[config.mk]
export PLATFORM = sky130hd
export DESIGN_NAME = breakpoint_envelope_table_top_flat
export DESIGN_NICKNAME = d
export VERILOG_FILES = /design/src/hdl/bet_pkg.sv /design/src/hdl/bet_in_if.sv /design/src/hdl/bet_out_if.sv /design/src/hdl/bet_cfg_if.sv /design/src/hdl/bet_datapath.sv /design/src/hdl/bet_ctrl.sv /design/src/hdl/breakpoint_envelope_table_top.sv /design/src/flat_wrapper.sv
export SDC_FILE = /design/constraint.sdc
export NUM_CORES = 2
export LEC_CHECK = 0
export BUFFER_PORTS_ARGS = -buffer_cell sky130_fd_sc_hd__clkbuf_2
export CAP_MARGIN = 40
export CORE_MARGIN = 2
export CORE_UTILIZATION = 40
export DETAILED_ROUTE_END_ITERATION = 8
export GPL_ROUTABILITY_DRIVEN = 0
export PLACE_DENSITY_LB_ADDON = 0.05
export SLEW_MARGIN = 5
export SYNTH_ARGS = -nofsm -noshare
export SYNTH_HDL_FRONTEND = slang
export SYNTH_HIERARCHICAL = 1
export SYNTH_SLANG_ARGS = --single-unit
export TNS_END_PERCENT = 1
[constraint.sdc]
create_clock -name clk -period 11.9 [get_ports clk]
set_input_delay 2.38 -clock clk [delete_from_list [all_inputs] [get_ports clk]]
set_output_delay 2.38 -clock clk [all_outputs]
set_load 0.05 [all_outputs]
[src/hdl/bet_pkg.sv]
package bet_pkg;

  localparam int BET_MAX_POINTS = 32;
  localparam int CNT_W = 9;

  localparam logic [15:0] MIN_STEP_RST = 16'd10;
  localparam logic [15:0] TIME_LOW_RST = 16'd0;
  localparam logic [15:0] TIME_HIGH_RST = 16'd10000;
  localparam logic [15:0] VALUE_LOW_RST = 16'd0;
  localparam logic [15:0] VALUE_HIGH_RST = 16'hFFFF;

  localparam logic [2:0] CMD_INSERT = 3'd0;
  localparam logic [2:0] CMD_REMOVE = 3'd1;
  localparam logic [2:0] CMD_DISPLACE = 3'd2;
  localparam logic [2:0] CMD_QUERY = 3'd3;
  localparam logic [2:0] CMD_CLEAR = 3'd4;

  localparam logic [2:0] REG_MIN_STEP = 3'd0;
  localparam logic [2:0] REG_TIME_LOW = 3'd1;
  localparam logic [2:0] REG_TIME_HIGH = 3'd2;
  localparam logic [2:0] REG_VALUE_LOW = 3'd3;
  localparam logic [2:0] REG_VALUE_HIGH = 3'd4;

  // Commands from the controller to the datapath.
  typedef struct packed {
    logic load;
    logic scan_init;
    logic pick;
    logic check;
    logic wr_new;
    logic step;
    logic tail;
    logic mul;
    logic div_init;
    logic div_step;
    logic finish;
  } bet_ctl_t;

  // Status from the datapath to the controller.
  typedef struct packed {
    logic [2:0] cmd;
    logic       idx_ok;
    logic       lim_ok;
    logic       at_end;
    logic       ins_first;
    logic       has_pair;
    logic       div_done;
  } bet_stat_t;

endpackage

[src/hdl/bet_in_if.sv]
interface bet_in_if;
  logic               valid;
  logic               ready;
  logic [2:0]         command;
  logic [15:0]        point_time;
  logic [15:0]        point_value;
  logic [7:0]         point_index;
  logic signed [16:0] delta_time;
  logic signed [16:0] delta_value;

  modport source (output valid, command, point_time, point_value, point_index,
                  delta_time, delta_value, input ready);
  modport sink (input valid, command, point_time, point_value, point_index,
                delta_time, delta_value, output ready);
endinterface

[src/hdl/bet_out_if.sv]
interface bet_out_if;
  logic        valid;
  logic        ready;
  logic [15:0] result_value;
  logic        value_valid;
  logic        accepted;
  logic [8:0]  point_count;
  logic [15:0] last_time;

  modport source (output valid, result_value, value_valid, accepted, point_count,
                  last_time, input ready);
  modport sink (input valid, result_value, value_valid, accepted, point_count,
                last_time, output ready);
endinterface

[src/hdl/bet_cfg_if.sv]
interface bet_cfg_if;
  logic        valid;
  logic        ready;
  logic [2:0]  index;
  logic [15:0] data;

  modport source (output valid, index, data, input ready);
  modport sink (input valid, index, data, output ready);
endinterface

[src/hdl/bet_datapath.sv]
module bet_datapath
  import bet_pkg::*;
#(
  parameter int MAX_POINTS = BET_MAX_POINTS
) (
  input  logic               clk,
  input  logic               rst,
  input  bet_ctl_t           ctl,
  output bet_stat_t          st,
  input  logic [2:0]         command,
  input  logic [15:0]        point_time,
  input  logic [15:0]        point_value,
  input  logic [7:0]         point_index,
  input  logic signed [16:0] delta_time,
  input  logic signed [16:0] delta_value,
  input  logic               cfg_we,
  input  logic [2:0]         cfg_index,
  input  logic [15:0]        cfg_data,
  output logic [15:0]        result_value,
  output logic               value_valid,
  output logic               accepted,
  output logic [8:0]         point_count,
  output logic [15:0]        last_time
);

  localparam int IW = (MAX_POINTS > 1) ? $clog2(MAX_POINTS) : 1;
  localparam int AW = IW + 1;
  localparam logic [CNT_W-1:0] MAXC = CNT_W'(MAX_POINTS);

  // The bank bit sits above the index bits, so the memory spans the full address range.
  logic [31:0] mem [2**AW];
  logic [31:0] rdata;

  logic [15:0] min_step, time_low, time_high, value_low, value_high;
  logic [2:0]  cmd;
  logic [15:0] t_r, v_r;
  logic [7:0]  idx_r;
  logic signed [16:0] dt_r, dv_r;

  logic             bank;
  logic [CNT_W-1:0] count, i, j;
  logic             inserted, dropped, lim_ok_r;
  logic [15:0]      nt, nv, last_w;
  logic             lo_f, up_f;
  logic [15:0]      lt, lv, ut, uv;
  logic [31:0]      p1, p2, q;
  logic [16:0]      rem;
  logic [4:0]       dcnt;

  logic [15:0] te, ve, new_t, diff, den;
  logic        drop, keep, do_wr, is_idx, acc, lim_ok, ins_first;
  logic [AW-1:0] waddr, raddr;
  logic [31:0] wdata;
  logic signed [17:0] nt18, nv18;
  logic [16:0] rem_sh;

  assign te = rdata[31:16];
  assign ve = rdata[15:0];
  assign new_t = (cmd == CMD_DISPLACE) ? nt : t_r;
  assign diff = (te > t_r) ? (te - t_r) : (t_r - te);
  assign drop = diff < min_step;
  assign is_idx = (i == {1'b0, idx_r});
  assign den = ut - lt;

  always_comb begin
    keep = 1'b0;
    ins_first = 1'b0;
    case (cmd)
      CMD_INSERT: begin
        keep = !drop;
        ins_first = !drop && !inserted && (te > t_r);
      end
      CMD_REMOVE: keep = !is_idx;
      CMD_DISPLACE: begin
        keep = !is_idx;
        ins_first = !is_idx && !inserted &&
                    ((te > nt) || ((te == nt) && (i > {1'b0, idx_r})));
      end
      default: keep = 1'b0;
    endcase
  end

  assign nt18 = $signed({2'b00, te}) + 18'(dt_r);
  assign nv18 = $signed({2'b00, ve}) + 18'(dv_r);
  always_comb begin
    lim_ok = 1'b1;
    if (dt_r > 0 && nt18 > $signed({2'b00, time_high})) lim_ok = 1'b0;
    if (dt_r < 0 && nt18 < $signed({2'b00, time_low})) lim_ok = 1'b0;
    if (dv_r > 0 && nv18 > $signed({2'b00, value_high})) lim_ok = 1'b0;
    if (dv_r < 0 && nv18 < $signed({2'b00, value_low})) lim_ok = 1'b0;
  end

  assign st.cmd = cmd;
  assign st.idx_ok = {1'b0, idx_r} < count;
  assign st.lim_ok = lim_ok;
  assign st.at_end = (i == count);
  assign st.ins_first = ins_first;
  assign st.has_pair = lo_f && up_f;
  assign st.div_done = (dcnt == 5'd31);

  always_comb begin
    case (cmd)
      CMD_INSERT: acc = !((count == MAXC) && !dropped);
      CMD_REMOVE: acc = st.idx_ok;
      CMD_DISPLACE: acc = st.idx_ok && lim_ok_r;
      CMD_QUERY: acc = 1'b1;
      CMD_CLEAR: acc = 1'b1;
      default: acc = 1'b0;
    endcase
  end

  // Memory ports: read from the active bank, write into the other one.
  assign raddr = {bank, i[IW-1:0]};
  assign waddr = {~bank, j[IW-1:0]};
  always_comb begin
    do_wr = 1'b0;
    wdata = rdata;
    if (j < MAXC) begin
      if (ctl.wr_new || (ctl.tail && !inserted &&
          (cmd == CMD_INSERT || cmd == CMD_DISPLACE))) begin
        do_wr = 1'b1;
        wdata = {new_t, (cmd == CMD_DISPLACE) ? nv : v_r};
      end else if (ctl.step && keep) begin
        do_wr = 1'b1;
      end
    end
  end

  always_ff @(posedge clk) begin
    if (do_wr) begin
      mem[waddr] <= wdata;
    end
    rdata <= mem[raddr];
  end

  assign rem_sh = {rem[15:0], q[31]};

  always_ff @(posedge clk) begin
    if (rst) begin
      min_step <= MIN_STEP_RST;
      time_low <= TIME_LOW_RST;
      time_high <= TIME_HIGH_RST;
      value_low <= VALUE_LOW_RST;
      value_high <= VALUE_HIGH_RST;
      bank <= 1'b0;
      count <= '0;
      last_time <= '0;
    end else begin
      if (cfg_we) begin
        case (cfg_index)
          REG_MIN_STEP: min_step <= cfg_data;
          REG_TIME_LOW: time_low <= cfg_data;
          REG_TIME_HIGH: time_high <= cfg_data;
          REG_VALUE_LOW: value_low <= cfg_data;
          REG_VALUE_HIGH: value_high <= cfg_data;
          default: ;
        endcase
      end
      if (ctl.finish) begin
        if (cmd == CMD_CLEAR) begin
          count <= '0;
          last_time <= '0;
        end else if (acc && (cmd == CMD_INSERT || cmd == CMD_REMOVE ||
                             cmd == CMD_DISPLACE)) begin
          bank <= ~bank;
          count <= j;
          last_time <= (j == '0) ? 16'd0 : last_w;
        end
      end
    end
  end

  always_ff @(posedge clk) begin
    if (ctl.load) begin
      cmd <= command;
      t_r <= point_time;
      v_r <= point_value;
      idx_r <= point_index;
      dt_r <= delta_time;
      dv_r <= delta_value;
      lim_ok_r <= 1'b0;
    end
    if (ctl.pick) begin
      i <= {1'b0, idx_r};
    end
    if (ctl.check) begin
      nt <= nt18[15:0];
      nv <= nv18[15:0];
      lim_ok_r <= lim_ok;
    end
    if (ctl.scan_init) begin
      i <= '0;
      j <= '0;
      inserted <= 1'b0;
      dropped <= 1'b0;
      lo_f <= 1'b0;
      up_f <= 1'b0;
    end
    if (ctl.wr_new || (ctl.tail && !inserted &&
        (cmd == CMD_INSERT || cmd == CMD_DISPLACE))) begin
      inserted <= 1'b1;
      if (j < MAXC) begin
        j <= j + 1'b1;
        last_w <= new_t;
      end
    end
    if (ctl.step) begin
      i <= i + 1'b1;
      if (keep && j < MAXC) begin
        j <= j + 1'b1;
        last_w <= te;
      end
      if (cmd == CMD_INSERT && drop) dropped <= 1'b1;
      if (cmd == CMD_QUERY) begin
        if (te < t_r) begin
          lo_f <= 1'b1;
          lt <= te;
          lv <= ve;
        end
        if (!up_f && te > t_r) begin
          up_f <= 1'b1;
          ut <= te;
          uv <= ve;
        end
      end
    end
    if (ctl.mul) begin
      p1 <= 32'(lv) * 32'(ut - t_r);
      p2 <= 32'(uv) * 32'(t_r - lt);
    end
    if (ctl.div_init) begin
      q <= p1 + p2 + {17'd0, den[15:1]};
      rem <= '0;
      dcnt <= '0;
    end
    if (ctl.div_step) begin
      dcnt <= dcnt + 1'b1;
      if (rem_sh >= {1'b0, den}) begin
        rem <= rem_sh - {1'b0, den};
        q <= {q[30:0], 1'b1};
      end else begin
        rem <= rem_sh;
        q <= {q[30:0], 1'b0};
      end
    end
    if (ctl.finish) begin
      value_valid <= (cmd == CMD_QUERY) && lo_f && up_f;
      result_value <= ((cmd == CMD_QUERY) && lo_f && up_f) ? q[15:0] : 16'd0;
      accepted <= acc;
    end
  end

  assign point_count = count;

endmodule

[src/hdl/bet_ctrl.sv]
module bet_ctrl
  import bet_pkg::*;
(
  input  logic      clk,
  input  logic      rst,
  input  logic      in_valid,
  output logic      in_ready,
  output logic      out_valid,
  input  logic      out_ready,
  input  bet_stat_t st,
  output bet_ctl_t  ctl
);

  typedef enum logic [9:0] {
    S_IDLE   = 10'b0000000001,
    S_START  = 10'b0000000010,
    S_PICK_F = 10'b0000000100,
    S_PICK_E = 10'b0000001000,
    S_FETCH  = 10'b0000010000,
    S_EVAL   = 10'b0000100000,
    S_MUL    = 10'b0001000000,
    S_DINIT  = 10'b0010000000,
    S_DIV    = 10'b0100000000,
    S_FINISH = 10'b1000000000
  } state_t;

  state_t state, state_next;

  assign in_ready = (state == S_IDLE);

  always_comb begin
    ctl = '0;
    state_next = state;
    case (state)
      S_IDLE: begin
        if (in_valid) begin
          ctl.load = 1'b1;
          state_next = S_START;
        end
      end
      S_START: begin
        case (st.cmd)
          CMD_INSERT, CMD_QUERY: begin
            ctl.scan_init = 1'b1;
            state_next = S_FETCH;
          end
          CMD_REMOVE: begin
            ctl.scan_init = st.idx_ok;
            state_next = st.idx_ok ? S_FETCH : S_FINISH;
          end
          CMD_DISPLACE: begin
            ctl.pick = st.idx_ok;
            state_next = st.idx_ok ? S_PICK_F : S_FINISH;
          end
          default: state_next = S_FINISH;
        endcase
      end
      S_PICK_F: state_next = S_PICK_E;
      S_PICK_E: begin
        ctl.check = 1'b1;
        ctl.scan_init = st.lim_ok;
        state_next = st.lim_ok ? S_FETCH : S_FINISH;
      end
      S_FETCH: begin
        if (st.at_end) begin
          ctl.tail = 1'b1;
          state_next = (st.cmd == CMD_QUERY && st.has_pair) ? S_MUL : S_FINISH;
        end else begin
          state_next = S_EVAL;
        end
      end
      S_EVAL: begin
        if (st.ins_first) begin
          ctl.wr_new = 1'b1;
        end else begin
          ctl.step = 1'b1;
          state_next = S_FETCH;
        end
      end
      S_MUL: begin
        ctl.mul = 1'b1;
        state_next = S_DINIT;
      end
      S_DINIT: begin
        ctl.div_init = 1'b1;
        state_next = S_DIV;
      end
      S_DIV: begin
        ctl.div_step = 1'b1;
        if (st.div_done) state_next = S_FINISH;
      end
      S_FINISH: begin
        if (!out_valid || out_ready) begin
          ctl.finish = 1'b1;
          state_next = S_IDLE;
        end
      end
      default: state_next = S_IDLE;
    endcase
  end

  always_ff @(posedge clk) begin
    if (rst) begin
      state <= S_IDLE;
      out_valid <= 1'b0;
    end else begin
      state <= state_next;
      if (ctl.finish) out_valid <= 1'b1;
      else if (out_ready) out_valid <= 1'b0;
    end
  end

endmodule

[src/hdl/breakpoint_envelope_table_top.sv]
// Breakpoint envelope table. The block holds up to MAX_POINTS breakpoints
// (time in ms, value in unsigned Q0.16) sorted by time, and runs one command
// per input word: insert (after dropping points closer than min_time_step),
// remove by index, displace within the configured limits, query the linearly
// interpolated value rounded half up, or clear. Each command yields exactly
// one result word. The table lives in a memory of two banks; every accepted
// editing command streams the active bank into the other one, skipping or
// adding points on the way, and then swaps banks. A scan fetches and evaluates
// each stored point in turn, with one more evaluation step when the new point
// is written in mid-table, and a query with points on both sides then forms
// the product and runs a bit-serial 32-step division. Clear and refused
// commands that need no scan finish without one. A new input word is taken
// in the cycle after the previous one has finished, even while its result
// word still waits in the output register. Configuration writes are taken at
// any time but should only be issued while the block is idle. No clearing
// pass is needed after reset.
module breakpoint_envelope_table_top
  import bet_pkg::*;
#(
  parameter int MAX_POINTS = BET_MAX_POINTS
) (
  input logic clk,
  input logic rst,
  bet_in_if.sink    req,
  bet_out_if.source rsp,
  bet_cfg_if.sink   cfg
);

  bet_ctl_t  ctl;
  bet_stat_t st;

  // Configuration is always accepted.
  assign cfg.ready = 1'b1;

  bet_ctrl u_ctrl (
    .clk       (clk),
    .rst       (rst),
    .in_valid  (req.valid),
    .in_ready  (req.ready),
    .out_valid (rsp.valid),
    .out_ready (rsp.ready),
    .st        (st),
    .ctl       (ctl)
  );

  bet_datapath #(.MAX_POINTS(MAX_POINTS)) u_dp (
    .clk          (clk),
    .rst          (rst),
    .ctl          (ctl),
    .st           (st),
    .command      (req.command),
    .point_time   (req.point_time),
    .point_value  (req.point_value),
    .point_index  (req.point_index),
    .delta_time   (req.delta_time),
    .delta_value  (req.delta_value),
    .cfg_we       (cfg.valid),
    .cfg_index    (cfg.index),
    .cfg_data     (cfg.data),
    .result_value (rsp.result_value),
    .value_valid  (rsp.value_valid),
    .accepted     (rsp.accepted),
    .point_count  (rsp.point_count),
    .last_time    (rsp.last_time)
  );

endmodule

[src/flat_wrapper.sv]
// flat-port wrapper written by rule: the top's interface ports become plain ports
module breakpoint_envelope_table_top_flat import bet_pkg::*;
#(
  parameter int MAX_POINTS = BET_MAX_POINTS
)
  (clk, rst, req_valid, req_command, req_point_time, req_point_value, req_point_index, req_delta_time, req_delta_value, req_ready, rsp_valid, rsp_result_value, rsp_value_valid, rsp_accepted, rsp_point_count, rsp_last_time, rsp_ready, cfg_valid, cfg_index, cfg_data, cfg_ready);
  bet_in_if req_i ();
  bet_out_if rsp_i ();
  bet_cfg_if cfg_i ();
  input logic clk;
  input logic rst;
  input wire logic [$bits(req_i.valid)-1:0] req_valid;
  input wire logic [$bits(req_i.command)-1:0] req_command;
  input wire logic [$bits(req_i.point_time)-1:0] req_point_time;
  input wire logic [$bits(req_i.point_value)-1:0] req_point_value;
  input wire logic [$bits(req_i.point_index)-1:0] req_point_index;
  input wire logic [$bits(req_i.delta_time)-1:0] req_delta_time;
  input wire logic [$bits(req_i.delta_value)-1:0] req_delta_value;
  output wire logic [$bits(req_i.ready)-1:0] req_ready;
  output wire logic [$bits(rsp_i.valid)-1:0] rsp_valid;
  output wire logic [$bits(rsp_i.result_value)-1:0] rsp_result_value;
  output wire logic [$bits(rsp_i.value_valid)-1:0] rsp_value_valid;
  output wire logic [$bits(rsp_i.accepted)-1:0] rsp_accepted;
  output wire logic [$bits(rsp_i.point_count)-1:0] rsp_point_count;
  output wire logic [$bits(rsp_i.last_time)-1:0] rsp_last_time;
  input wire logic [$bits(rsp_i.ready)-1:0] rsp_ready;
  input wire logic [$bits(cfg_i.valid)-1:0] cfg_valid;
  input wire logic [$bits(cfg_i.index)-1:0] cfg_index;
  input wire logic [$bits(cfg_i.data)-1:0] cfg_data;
  output wire logic [$bits(cfg_i.ready)-1:0] cfg_ready;
  assign req_i.valid = req_valid;
  assign req_i.command = req_command;
  assign req_i.point_time = req_point_time;
  assign req_i.point_value = req_point_value;
  assign req_i.point_index = req_point_index;
  assign req_i.delta_time = req_delta_time;
  assign req_i.delta_value = req_delta_value;
  assign req_ready = req_i.ready;
  assign rsp_valid = rsp_i.valid;
  assign rsp_result_value = rsp_i.result_value;
  assign rsp_value_valid = rsp_i.value_valid;
  assign rsp_accepted = rsp_i.accepted;
  assign rsp_point_count = rsp_i.point_count;
  assign rsp_last_time = rsp_i.last_time;
  assign rsp_i.ready = rsp_ready;
  assign cfg_i.valid = cfg_valid;
  assign cfg_i.index = cfg_index;
  assign cfg_i.data = cfg_data;
  assign cfg_ready = cfg_i.ready;
  breakpoint_envelope_table_top #(.MAX_POINTS(MAX_POINTS)) u_core (.clk(clk), .rst(rst), .req(req_i), .rsp(rsp_i), .cfg(cfg_i));
endmodule
# [Word level (Yosys, flattened, before mapping)]
# Memory sizes are Yosys's and may differ from the RTL's. A register that Yosys moved wholly into a read port is not among the register bits.
# Index checks and enable logic that the tools add are counted.
[op_classes] muxes=85 eq_ne=27 order_cmp=16 bitwise=2 addsub=13 mul=2 n_reduce_logical=56
[op_table] cell="16-bit 2-to-1 mux" n=13
[op_table] cell="32-bit 2-to-1 mux" n=4
[op_table] cell="10-bit one-hot mux with 10 select lines" n=1
[op_table] cell="10-bit 2-to-1 mux" n=9
[op_table] cell="9-bit 2-to-1 mux" n=10
[op_table] cell="17-bit by 17-bit multiplier with 32-bit output" n=2
[op_table] cell="16-bit subtractor" n=4
[op_table] cell="1-bit 2-to-1 mux" n=39
[op_table] cell="17-bit by 17-bit adder with 18-bit output" n=2
[op_table] cell="18-bit by 17-bit > comparator with 1-bit output" n=2
[op_table] cell="18-bit by 17-bit less-than comparator with 1-bit output" n=2
[op_table] cell="17-bit by 1-bit > comparator with 1-bit output (second input constant)" n=2
[op_table] cell="17-bit by 1-bit less-than comparator with 1-bit output (second input constant)" n=2
[op_table] cell="16-bit by 16-bit subtractor with 17-bit output" n=2
[op_table] cell="32-bit by 15-bit adder with 32-bit output" n=1
[op_table] cell="32-bit adder" n=1
[op_table] cell="16-bit > comparator" n=2
[op_table] cell="16-bit less-than comparator" n=2
[op_table] cell="10-bit one-hot mux with 3 select lines" n=1
[op_table] cell="1-bit logical AND" n=22
[op_table] cell="9-bit by 1-bit adder with 9-bit output (second input constant)" n=2
[op_table] cell="17-bit by 16-bit greater-or-equal comparator with 1-bit output" n=1
[op_table] cell="16-bit == test" n=1
[op_table] cell="3-bit by 2-bit == test with 1-bit output (second input constant)" n=4
[op_table] cell="other kinds (37)" n=70
[totals] output_inout_bits=46 ram_bits=2048 n_memories=1 ff_bits=464
[mem_list] name="u_core.u_dp.mem" words=64 width=32 rd=1 rd_clocked_by_memory_dff=1 write_ports=1 line="bet_datapath.sv:31" rtl="logic [31:0] mem [2**AW];"

# [Logic depth before layout (Yosys ltp)]
[depth] ltp_word=15 depth_mapped=37 depth_no_buf=35

# [Hierarchy]
# The synthesis kept the hierarchy.
[by_module_without_submodules] module="bet_datapath" area_per_inst_um2=123334.5 cells_per_inst=7756 n_inst=1
[by_module_without_submodules] module="bet_ctrl" area_per_inst_um2=800.8 cells_per_inst=98 n_inst=1
[by_module_without_submodules] module="breakpoint_envelope_table_top" area_per_inst_um2=11.3 cells_per_inst=2 n_inst=1

# [Worst setup path before layout]
# No wires, ideal clock.
[synth_timing] kind="register to register" startpoint="reg u_core.u_dp.rdata[21], read port of u_core.u_dp.mem" endpoint="mem u_core.u_dp.mem[51][0] (enable)" setup_ps=501 t_required_ps=11399 stages_incl_launch_ff=26 setup_slack_ps=3478 t_arrival_ps=7920 path_cell_list="dfxtp_1 > inv_1 > ha_1 > buf_4 > and3_1 > a221oi_2 > a21oi_2 > nand4_2 > a31oi_4 > buf_2 > buf_2 > mux2_2 > ha_1 > a21boi_0 > o21a_1 > o21a_1 > o211ai_1 > a211oi_1 > o21ai_0 > o22ai_1 > buf_4 > nor2b_1 > nand3_1 > o21ai_2 > nand2b_1 > nor4_1"
[synth_lines] item="from (decl)" line="bet_datapath.sv:32" rtl="logic [31:0] rdata;"
[synth_lines] item="to (decl)" line="bet_datapath.sv:31"

# [Worst setup path in the final report]
[layout_timing] startpoint="reg u_core.u_dp.t_r[1]" endpoint="reg u_core.u_dp.p1[30] (data pin)"
[layout_via] elab_chain_len=2
[layout_lines] item="from (decl)" line="bet_datapath.sv:36" rtl="logic [15:0] t_r, v_r;"
[layout_lines] item="from (signal assigned)" line="bet_datapath.sv:176" rtl="t_r <= point_time;"
[layout_lines] item="16-bit by 16-bit subtractor with 17-bit output" line="bet_datapath.sv:228" rtl="p1 <= 32'(lv) * 32'(ut - t_r);"
[layout_lines] item="17-bit by 17-bit multiplier with 32-bit output" line="bet_datapath.sv:228"
[layout_lines] item="to (signal assigned)" line="bet_datapath.sv:228"
[layout_lines] item="to (decl)" line="bet_datapath.sv:46" rtl="logic [31:0] p1, p2, q;"
# No other way between the ends.
# A chain may end at the register's enable or synchronous reset.

==> insert_results.sql <==
INSERT INTO impl_metrics (metric_group, metric, value, unit) VALUES
('detailed_routing', 'detail_route.iter0.violations', '6185', ''),
('logic_synthesis', 'async_reset_ff_frac', '0', ''),
('timing', 'hold_viol_final', '0', ''),
('global_routing', 'grt_total_ovfl', '0', ''),
('clock_network', 'tritoncts', 'done', ''),
('hold_path', 'worst_hold_path_type', 'reg -> reg', ''),
('clock_network', 'cts_max_path_buffers', '4', ''),
('logic_synthesis', 'synth.yosys.seq_area_share', '0.601', ''),
('finish', 'fin_nets', '9284', ''),
('detailed_routing', 'drt.antenna.violating_nets', '0', ''),
('timing', 'min_period_over_period', '0.796', ''),
('critical_path', 'cp_common_cell', 'fa_1', ''),
('clock_network', 'path_clk_slew', '0.06', 'ns'),
('critical_path', 'start_kind', 'flip-flop', ''),
('global_routing', 'first_global_vias', '71700', ''),
('floorplan', 'io_pins', '147', ''),
('clock_network', 'resize_count_post_cts', '0', ''),
('floorplan', 'standard_cell_core_area', '309000', 'sq um'),
('logic_synthesis', 'mappedNetlistArea', '124000', 'sq um'),
('logic_synthesis', 'post-synth-top-area-fraction', '0.572', ''),
('clock_network', 'worst_skew_pair.late_latency', '0.90', 'ns'),
('critical_path', 'critical_path.max_fanout', '16', ''),
('global_routing', 'gr_usage_total', '0.234', ''),
('global_routing', 'pin_count_of_the_biggest_net_entering_global_routing', '129', ''),
('critical_path', 'rr_worst_depth', '32', ''),
('power_and_ir_drop', 'total_power', '31.1', 'mW'),
('clock_network', 'cts_inserted_buffers', '291', ''),
('global_routing', 'grt_antenna_before_repair', '41', ''),
('clock_network', 'cts_h_tree_depth', '5', ''),
('global_routing', 'wire_length_of_the_first_global_routing_pass', '529', 'mm'),
('place', 'place.detailed.hpwl', '247', 'mm'),
('finish', 'areaGrowthSynthToFinish', '14.1', '%'),
('detailed_routing', 'average_via_count_per_standard_cell', '5.48', ''),
('timing', 'layout_min_cycle_time', '9.47', 'ns'),
('run', 'maxCapViolations', '0', ''),
('logic_synthesis', 'synth-edff-count', '2366', ''),
('finish', 'fraction_of_layout_cells_with_a_size_suffix_above_1', '0.196', ''),
('critical_path', 'critPathCapture', 'u_core/u_dp/p1[30]', ''),
('timing', 'worst_clock_skew', '0.0759', 'ns'),
('clock_network', 'clk_root_buffer_cell', 'clkbuf_16', ''),
('logic_synthesis', 'postSynthRegisterBits', '2544', ''),
('floorplan', 'die_h', '561', 'um'),
('critical_path', 'cpPeakStageDelay', '0.60', 'ns'),
('run_status', 'status', 'finished clean', ''),
('power_and_ir_drop', 'static_leak', '51.1', 'nW'),
('timing', 'max_slew_margin', '0.344', ''),
('critical_path', 'critPathCaptureType', 'flip-flop', ''),
('timing', 'timing_worst_slew_pin_value', '0.984', 'ns'),
('floorplan', 'die_w', '561', 'um'),
('timing', 'fin_setup_tns', '0', 'ns'),
('power_and_ir_drop', 'power_density_of_the_placed_cells', '219', 'nW/um^2'),
('critical_path', 'r2r_setup_slack', '2.43', 'ns'),
('critical_path', 'criticalPathCategory', 'reg -> reg', ''),
('logic_synthesis', 'ys.flop_type', 'edfxtp_1', ''),
('timing', 'slew_violations', '0', ''),
('clock_network', 'number_of_clock_sinks_seen_by_cts', '2544', ''),
('logic_synthesis', 'yosys_warnings', '6', ''),
('timing', 'maxClockFrequency', '0.106', 'GHz'),
('clock_network', 'hold_buffers', '0', ''),
('critical_path', 'required', '12.51', 'ns'),
('floorplan', 'floorplan.die_area', '315000', 'sq um'),
('clock_network', 'post_cts_buffers', '0', ''),
('critical_path', 'cp_data_arrival_time', '10.09', 'ns'),
('logic_synthesis', 'netlist_top_cells_area', 'edfxtp_1 57%, mux4_2 12%, fa_1 7.1%, ha_1 5.3%, dfxtp_1 2.9%', ''),
('timing', 'timing.final.setup_violations', '0', ''),
('detailed_routing', 'drt_pass1_iterations', '5', ''),
('detailed_routing', 'routed_wl', '368', 'mm'),
('place', 'dpl-instance-area', '132000', 'sq um'),
('finish', 'finish.instance_area', '142000', 'sq um'),
('logic_synthesis', 'syn_inst', '7856', ''),
('critical_path', 'max_stage_delay_cell_worst_path', 'nand3_1', '');
-- kinds of logic after synthesis --
logic type	share of synthesized area
buffers and inverters	0.0351
AND/OR/NAND/NOR	0.0601
other	0.0000302
AO/OA/AOI/OAI	0.0426
multiplexers	0.125
flip-flops	0.601
adder cells (fa/ha/maj)	0.124
XOR/XNOR	0.0128
-- worst max-delay path: cells and delay by family, from the launching register on --
| kind | cells | cell delay [ns] |
|---|---|---|
| AO/OA/AOI/OAI | 12 | 2.73 |
| buffers and inverters | 5 | 0.41 |
| AND/OR/NAND/NOR | 6 | 1.89 |
| XOR/XNOR | 1 | 0.08 |
| flip-flops | 1 | 0.49 |
| adder cells (fa/ha/maj) | 8 | 3.59 |
-- state kept, by name, indices dropped and copies added, names as in the netlist, 17 cells and up --
name               count
u_core/u_dp/dv_r      17
u_core/u_dp/rdata     32
u_core/u_dp/mem     2048
u_core/u_dp/q         32
u_core/u_dp/p2        32
u_core/u_dp/dt_r      17
u_core/u_dp/p1        32
-- report_power, final --
part / internal [mW] / leakage [nW] / total, mW / switching (mW)
Sequential: 10.3 / 22.7 / 10.4 / 0.0618
Clock: 5.13 / 4.53 / 8.80 / 3.67
Combinational: 4.62 / 23.8 / 11.9 / 7.30
-- routing by layer --
| metal | GRT usage | wire [um] | up-vias |
|---|---|---|---|
| met1 | 0.305 | 153000 | 36700 |
| met5 | 0 | 50 | - |
| met3 | 0.0260 | 15200 | 445 |
| li1 | - | - | 30000 |
| met2 | 0.415 | 191000 | 1673 |
| met4 | 0.0612 | 9820 | 10 |
-- placed cells by master, fill, tap and decap left out, types with 104 or more instances in the layout --
cell / synthesis / layout
inv_1: 799 / 797
a21o_1: 104 / 104
buf_4: 23 / 190
clkbuf_16: 0 / 298
xnor2_1: 123 / 118
nor2_1: 250 / 188
fa_1: 442 / 442
o21ai_0: 128 / 128
nand2_1: 607 / 607
dfxtp_1: 178 / 177
and2_1: 234 / 233
edfxtp_1: 2366 / 2366
clkbuf_2: 0 / 144
mux4_2: 672 / 672
a21oi_1: 232 / 232
ha_1: 521 / 521
-- worst min-delay path by stage --
stage	endpoint	slack, ns
4_1_cts	u_core/u_dp/time_low[15]	0.46
3_5_place_dp	u_core/u_dp/lo_f	0.44
3_3_place_gp	u_core/u_dp/lo_f	0.43
2_1_floorplan	u_core/u_dp/lo_f	0.42
6_report	u_core/u_dp/time_high[2]	0.45
5_1_grt	u_core/u_dp/lo_f	0.47
-- per-stage QoR --
step / utilization / setup slack (ns) / std cells
final: 0.458 / 2.43 / 12600
after global placement: 0.425 / 2.60 / 12000
after global routing: 0.458 / 1.75 / 12600
after floorplan: - / 3.48 / 7856
after detailed placement: 0.428 / 2.52 / 12000
after CTS: 0.458 / 2.48 / 12600
-- synthesized netlist by cell type, drive strengths merged, types with 24 or more instances --
| cell type | number |
|---|---|
| a31oi | 35 |
| nor3 | 46 |
| o21bai | 26 |
| fa | 442 |
| o21ai | 164 |
| a21o | 104 |
| ha | 521 |
| clkbuf | 200 |
| nor2 | 250 |
| a21boi | 31 |
| nand2b | 38 |
| o21a | 43 |
| mux2i | 24 |
| dfxtp | 178 |
| mux4 | 672 |
| and2 | 234 |
| buf | 117 |
| nand2 | 608 |
| a21oi | 233 |
| nor2b | 74 |
| inv | 799 |
| nor4 | 27 |
| xor2 | 58 |
| nand3 | 72 |
| and3 | 44 |
| nand3b | 31 |
| xnor2 | 123 |
| o211ai | 41 |
| nand4 | 34 |
| edfxtp | 2366 |
-- cell type report --
type,instances,area [sq um]
sequential,2544,74600
tap,4120,5150
timing repair buffer,388,3230
clock inverter,143,1450
antenna,16,40.0
inverter,801,3010
multi-input combinational,4194,46200
clock buffer,375,7870
fill,27100,167000
Note: power is estimated with default switching activity, not from simulation.
